`config.mk`:
```
export PLATFORM = sky130hd
export DESIGN_NAME = mlcm_ctrl
export DESIGN_NICKNAME = d
export VERILOG_FILES = /design/src/design/mlcm_pkg.sv /design/src/design/mlcm_ctrl.sv
export SDC_FILE = /design/constraint.sdc
export NUM_CORES = 1
export LEC_CHECK = 0
export ABC_AREA = 1
export BUFFER_PORTS_ARGS = -buffer_cell sky130_fd_sc_hd__buf_2
export CAP_MARGIN = 20
export CORE_AREA = 4 4 41 43
export CTS_BUF_LIST = sky130_fd_sc_hd__clkbuf_8
export CTS_CLUSTER_SIZE = 25
export DETAILED_ROUTE_END_ITERATION = 10
export DIE_AREA = 0 0 45 47
export MAX_ROUTING_LAYER = met4
export PLACE_DENSITY = 0.53
export SLEW_MARGIN = 20
export SYNTH_ARGS = -nofsm -noshare
export SYNTH_HDL_FRONTEND = slang
export SYNTH_SLANG_ARGS = --single-unit
```
`constraint.sdc`:
```
create_clock -name clock -period 1 [get_ports clock]
set_input_delay 0.05 -clock clock [delete_from_list [all_inputs] [get_ports clock]]
set_output_delay 0.05 -clock clock [all_outputs]
set_load 0.05 [all_outputs]
```
`src/design/mlcm_pkg.sv`:
```
package mlcm_pkg;

   localparam int LEVEL_BITS      = 16;
   localparam int CHANNEL_SLOTS   = 17;
   localparam int NUM_SLOTS       = 128;
   localparam int TABLE_DEPTH     = 2 * CHANNEL_SLOTS * NUM_SLOTS;
   localparam int ADDR_W          = $clog2(TABLE_DEPTH);
   localparam int DIV_CNT_W       = $clog2(LEVEL_BITS + 1);
   localparam int MAX_TYPE        = 20;
   localparam int MAX_DECK        = 2;
   localparam int LEARN_RANGE_MAX = 127;
   localparam int TIMEOUT_RESET   = 10000;
   localparam int CSR_ADDR_W      = 4;
   localparam int CSR_DATA_W      = 32;

   localparam logic [2:0] FUNC_MIDI   = 3'd0;
   localparam logic [2:0] FUNC_ARM    = 3'd1;
   localparam logic [2:0] FUNC_TICK   = 3'd2;
   localparam logic [2:0] FUNC_ADD    = 3'd3;
   localparam logic [2:0] FUNC_REMOVE = 3'd4;
   localparam logic [2:0] FUNC_CLEAR  = 3'd5;

   localparam logic [1:0] KIND_NONE     = 2'd0;
   localparam logic [1:0] KIND_MAPPED   = 2'd1;
   localparam logic [1:0] KIND_LEARNED  = 2'd2;
   localparam logic [1:0] KIND_UNMAPPED = 2'd3;

   localparam logic [1:0] PATH_DIRECT = 2'd0;
   localparam logic [1:0] PATH_OMNI   = 2'd1;
   localparam logic [1:0] PATH_SCAN   = 2'd2;

   localparam logic [1:0] REG_ENGINE_ENABLE  = 2'd0;
   localparam logic [1:0] REG_GLOBAL_CHANNEL = 2'd1;
   localparam logic [1:0] REG_LEARN_ENABLE   = 2'd2;
   localparam logic [1:0] REG_LEARN_TIMEOUT  = 2'd3;

   typedef struct packed {
      logic [2:0] func;
      logic [4:0] channel;
      logic       is_note;
      logic [6:0] number;
      logic [6:0] value;
      logic [4:0] control_type;
      logic [1:0] deck;
      logic [6:0] range_min;
      logic [6:0] range_max;
   } req_type;

   typedef struct packed {
      logic [1:0]          kind;
      logic [1:0]          hit_path;
      logic [4:0]          out_control_type;
      logic [1:0]          out_deck;
      logic [LEVEL_BITS:0] level;
      logic                pressed;
      logic [4:0]          echo_channel;
      logic [6:0]          echo_number;
      logic [6:0]          echo_value;
      logic                echo_is_note;
   } rsp_type;

   typedef struct packed {
      logic       valid;
      logic [4:0] ctype;
      logic [1:0] deck;
      logic [6:0] lo;
      logic [6:0] hi;
   } entry_type;

   typedef struct packed {
      logic        engine_enable;
      logic [4:0]  global_channel;
      logic        learn_enable;
      logic [15:0] learn_timeout_ticks;
      logic        learn_clear;
   } cfg_type;

   typedef enum logic [2:0] {
      ST_INIT,
      ST_IDLE,
      ST_DECODE,
      ST_READ,
      ST_CHECK,
      ST_DIV,
      ST_CLEAR,
      ST_DONE
   } state_type;

   typedef struct packed {
      logic latch;
      logic exec;
      logic check;
      logic div_run;
      logic clear_step;
   } ctrl_type;

   typedef struct packed {
      logic do_lookup;
      logic do_clear;
      logic hit;
      logic more;
      logic div_done;
      logic clear_last;
   } stat_type;

   function automatic logic [4:0] clean_type(input logic [4:0] t);
      return (t > 5'(MAX_TYPE)) ? 5'd0 : t;
   endfunction

   function automatic logic [1:0] clean_deck(input logic [1:0] d);
      return (d > 2'(MAX_DECK)) ? 2'd0 : d;
   endfunction

   function automatic logic [ADDR_W-1:0] slot_addr(input logic note, input logic [4:0] ch,
                                                   input logic [6:0] num);
      return ADDR_W'({ch, num}) + (note ? ADDR_W'(CHANNEL_SLOTS * NUM_SLOTS) : ADDR_W'(0));
   endfunction

endpackage

```
`src/design/mlcm_ctrl.sv`:
```
module mlcm_ctrl
   import mlcm_pkg::*;
(
   input  logic     clock,
   input  logic     reset,
   input  logic     start,
   input  stat_type stat,
   output ctrl_type ctrl,
   output logic     busy,
   output logic     rsp_valid
);

   state_type state_ff, state_in;

   always_ff @(posedge clock) begin
      if (reset) begin
         state_ff <= ST_INIT;
      end else begin
         state_ff <= state_in;
      end
   end

   always_comb begin
      state_in = state_ff;
      unique case (state_ff)
         ST_INIT:   if (stat.clear_last) state_in = ST_IDLE;
         ST_IDLE:   if (start) state_in = ST_DECODE;
         ST_DECODE: begin
            if (stat.do_clear) state_in = ST_CLEAR;
            else if (stat.do_lookup) state_in = ST_READ;
            else state_in = ST_DONE;
         end
         ST_READ:   state_in = ST_CHECK;
         ST_CHECK: begin
            if (stat.hit) state_in = ST_DIV;
            else if (stat.more) state_in = ST_READ;
            else state_in = ST_DONE;
         end
         ST_DIV:    if (stat.div_done) state_in = ST_DONE;
         ST_CLEAR:  if (stat.clear_last) state_in = ST_DONE;
         ST_DONE:   state_in = ST_IDLE;
         default:   state_in = ST_INIT;
      endcase
   end

   always_comb begin
      ctrl            = '0;
      busy            = 1'b1;
      rsp_valid       = 1'b0;
      unique case (state_ff)
         ST_INIT:   ctrl.clear_step = 1'b1;
         ST_IDLE: begin
            busy       = 1'b0;
            ctrl.latch = start;
         end
         ST_DECODE: ctrl.exec = 1'b1;
         ST_READ:   ;
         ST_CHECK:  ctrl.check = 1'b1;
         ST_DIV:    ctrl.div_run = 1'b1;
         ST_CLEAR:  ctrl.clear_step = 1'b1;
         ST_DONE:   rsp_valid = 1'b1;
         default:   ;
      endcase
   end

endmodule

```
Word level (Yosys, flattened, before mapping)

Cells that the tools add are included.

Output and inout bits: 7
Register bits: 3

Eq/ne operators: 11
Reduce and logical (&&, ||, !) cells: 3
Muxes and demuxes: 16

Operators with widths:

| operator                                            | number |
|---|---|
| two-way mux 3 bit                                   | 8 |
| one-hot mux 3 bit (8 select lines)                  | 1 |
| equality test 3 bit, second input constant          | 4 |
| != test 2 bit, second input constant                | 4 |
| two-way mux 1 bit                                   | 7 |
| equality test 3 x 2 -> 1 bit, second input constant | 2 |
| AND reduction 4 bit                                 | 1 |
| equality test 3 x 1 -> 1 bit, second input constant | 1 |
| logical NOT 3 bit                                   | 1 |
| OR reduction 2 bit                                  | 1 |

Logic depth before layout (Yosys ltp)

Depth in word-level cells: 3
Gate-level depth with buffers: 7
Gate-level depth less buffers: 7

Worst setup path before layout

Ideal clock, no wire load.

Path kind: reg2out
From: reg state_ff[1]
To: out ctrl[3] in the netlist's numbering
Setup slack: -0.543 ns
Required time: 0.950 ns
Stages on the path, launching flop included: 3
Path buffers: 0
Arrival time: 1.493 ns
Cell sequence: dfxtp_1 inv_2 nor3_1

RTL lines:

| element                | line            | text |
|---|---|---|
| from (decl)            | mlcm_ctrl.sv:13 | `state_type state_ff, state_in;` |
| from (signal assigned) | mlcm_ctrl.sv:19 | `state_ff <= state_in;` |
| to (decl)              | mlcm_ctrl.sv:8  | `output ctrl_type ctrl,` |

==> impl_metrics.tcl <==
set metrics [dict create \
    outcome "finished with violations" \
    violations "negative setup slack" \
    synthDistinctLibCells 17 \
    hold_ws_ns 0.09426 \
    wirelength_um 750 \
    top_level_ports 16 \
    cts_tree "built" \
    ctsHoldBuffers 0 \
    vias 348 \
    synth_seq_area_share 0.2233 \
    path_clk_slew_ns 0.03 \
    fp.dieH_um 47 \
    yosys_warnings 0 \
    ys_ff_latch 3 \
    rsz0062_at_grt "yes" \
    largest_register_ffs 3 \
    layout-drive-gt1-share 0.6286 \
    fin_cells 85 \
    placed_cells 79 \
    grt_first_pass_wirelength_um 1283 \
    synth.top_cell.area_share 0.2233 \
    synthArstFlopShare 0 \
    clock_latency_ns 0.21 \
    via_per_inst 4.094 \
    core_area_sq_um 1301 \
    diodes 0 \
    hold_viol 0 \
    required_ns 0.95 \
    report.power.total_mw 2.011 \
    largest-register "state_ff" \
    worstHoldPathCells 4 \
    worstSetupStartpointType "register" \
    final_antenna_net_count 0 \
    finalWorstSetupSlack_ns -0.09078 \
    leakage_nw 0.3116 \
    clock_sinks 3 \
    drtIter0Drc 1 \
    gr-total-overflow 0 \
    min_from "stat[2]" \
    slew_headroom 0.9122 \
    cts_made_buffers 3 \
    post-route-min-period_ns 1.091 \
    rows 13 \
    die_x_um 45 \
    post-route-period-util 1.091 \
    nets 80 \
    yosys.area.top_type "dfxtp_1" \
    synth_nets 54 \
    start_util 0.2067 \
    setup_viol 8 \
    detail_route.wl_per_cell_um 8.824 \
    fin_util 0.4654 \
    worstRegToRegCells 5 \
    clock_path_buffers 2 \
    hold_path_class "in2reg" \
    r2r-start "state_ff[0]$_SDFFE_PP0P_" \
    grt_max_degree 8 \
    crit_fanout 7 \
    fmaxAchievable_ghz 0.9168 \
    grt_pass1_vias 330 \
    crit_type "reg2out" \
    ys_top_cells_by_count "nand2_1, nor2_1, inv_1" \
    tns_ns -0.4793 \
    finClkSkew_ns 0.002966 \
    synth_edf_count 0 \
    tightest_slew_ns 0.1303 \
    reg_top3 "state_ff (3)" \
    critPathCaptureType "output port" \
    synthToLayoutAreaGrowth_pct 125.1 \
    route.detailed.drc 0 \
    maxSlewViolCount 0 \
    irDropWorstVdd_v 0.001200 \
    drt-pass1-iter-count 3 \
    synth_area_leaders "dfxtp_1, nand2_1, nor2_1" \
    powerDensity_nw_per_um2 3321 \
    crit_start "state_ff[0]$_SDFFE_PP0P_" \
    drv_cap 0 \
    cp.arrival_ns 1.04 \
    avgSynthCellArea_sq_um 5.978 \
    grtUsageTotal 0.08476 \
    clockRootBuffer "clkbuf_8" \
    antenna_found_initial 0 \
    gp_congestion 0.7648 \
    syn_area_sq_um 269.0 \
    synthCells 45 \
    htree_levels 1 \
    fp.dieArea_sq_um 2115 \
    post-dp-hpwl_um 614.6 \
    synth_ff_type "dfxtp_1" \
    portBuffers 15 \
]
==> cell usage in the layout, fill, tap and decap left out, types with 3 or more instances in the layout <==
cell type	instances
inv_1	7
buf_2	8
nor2_4	6
nor2_1	4
nand2_4	3
buf_6	10
clkbuf_8	3
dfxtp_4	3
nand2_1	6
==> through the flow <==
step / instance area (sq um) / setup WS (ns)
floorplan: 315.3 / -0.1168
global placement: 439.2 / -0.02299
detailed placement: 439.2 / -0.05800
CTS: 555.5 / -0.1023
global route: 605.6 / -0.1329
finish: 605.6 / -0.09078
==> kinds of logic (layout without fill, tap and decap cells) <==
family,Yosys count,after routing,synth area share
AND/OR/NAND/NOR,28,28,0.5582
buffers and inverters,9,34,0.1256
AO/OA/AOI/OAI,5,5,0.09301
flip-flops,3,3,0.2233
==> where the power goes <==
| part | total (mW) | switching [mW] | internal, mW |
|---|---|---|---|
| logic | 1.36 | 0.778 | 0.584 |
| clock network | 0.331 | 0.0702 | 0.260 |
| registers | 0.319 | 0.124 | 0.195 |
| total | 2.01 | 0.972 | 1.04 |
==> critical path: stages (launching register included) <==
cell     delay (ns)
dfxtp_4        0.37
buf_6          0.13
nor3_4         0.15
buf_6          0.18
==> final cells by class <==
class                   count  area (sq um)
multi-input cells          33         244.0
fillers                   133         695.7
clock buffers               3         41.29
repair buffers             21         182.7
inverters                   9         43.79
clock inverters             1         3.754
flip-flops and latches      3         71.32
well taps                  15         18.77
==> repair_timing <==
| item | CTS | global route |
|---|---|---|
| setup buffers | 0 | 2 |
| setup endpoints to repair | 9 | 10 |
| pin swaps | 0 | 5 |
| resized for setup | 21 | 12 |
==> final timing paths <==
path	to	slack [ns]
worst max-delay path	ctrl[3]	-0.09
worst min-delay path	state_ff[2]$_SDFFE_PP0P_	0.09
worst max register to register	state_ff[1]$_SDFFE_PP0P_	-0.04
worst min register to register	state_ff[2]$_SDFFE_PP0P_	0.72
==> routing by layer <==
| metal | share of wire | track usage | routed length [um] | vias to the layer above |
|---|---|---|---|---|
| li1 | - | - | - | 189 |
| met2 | 0.52 | 0.1441 | 389 | 10 |
| met5 | 0 | - | 0 | - |
| met1 | 0.40 | 0.08844 | 301 | 149 |
| met4 | 0 | 0.03509 | 0 | 0 |
| met3 | 0.079 | 0.03065 | 59 | 0 |
No activity file was read; power rests on OpenSTA's default activity.
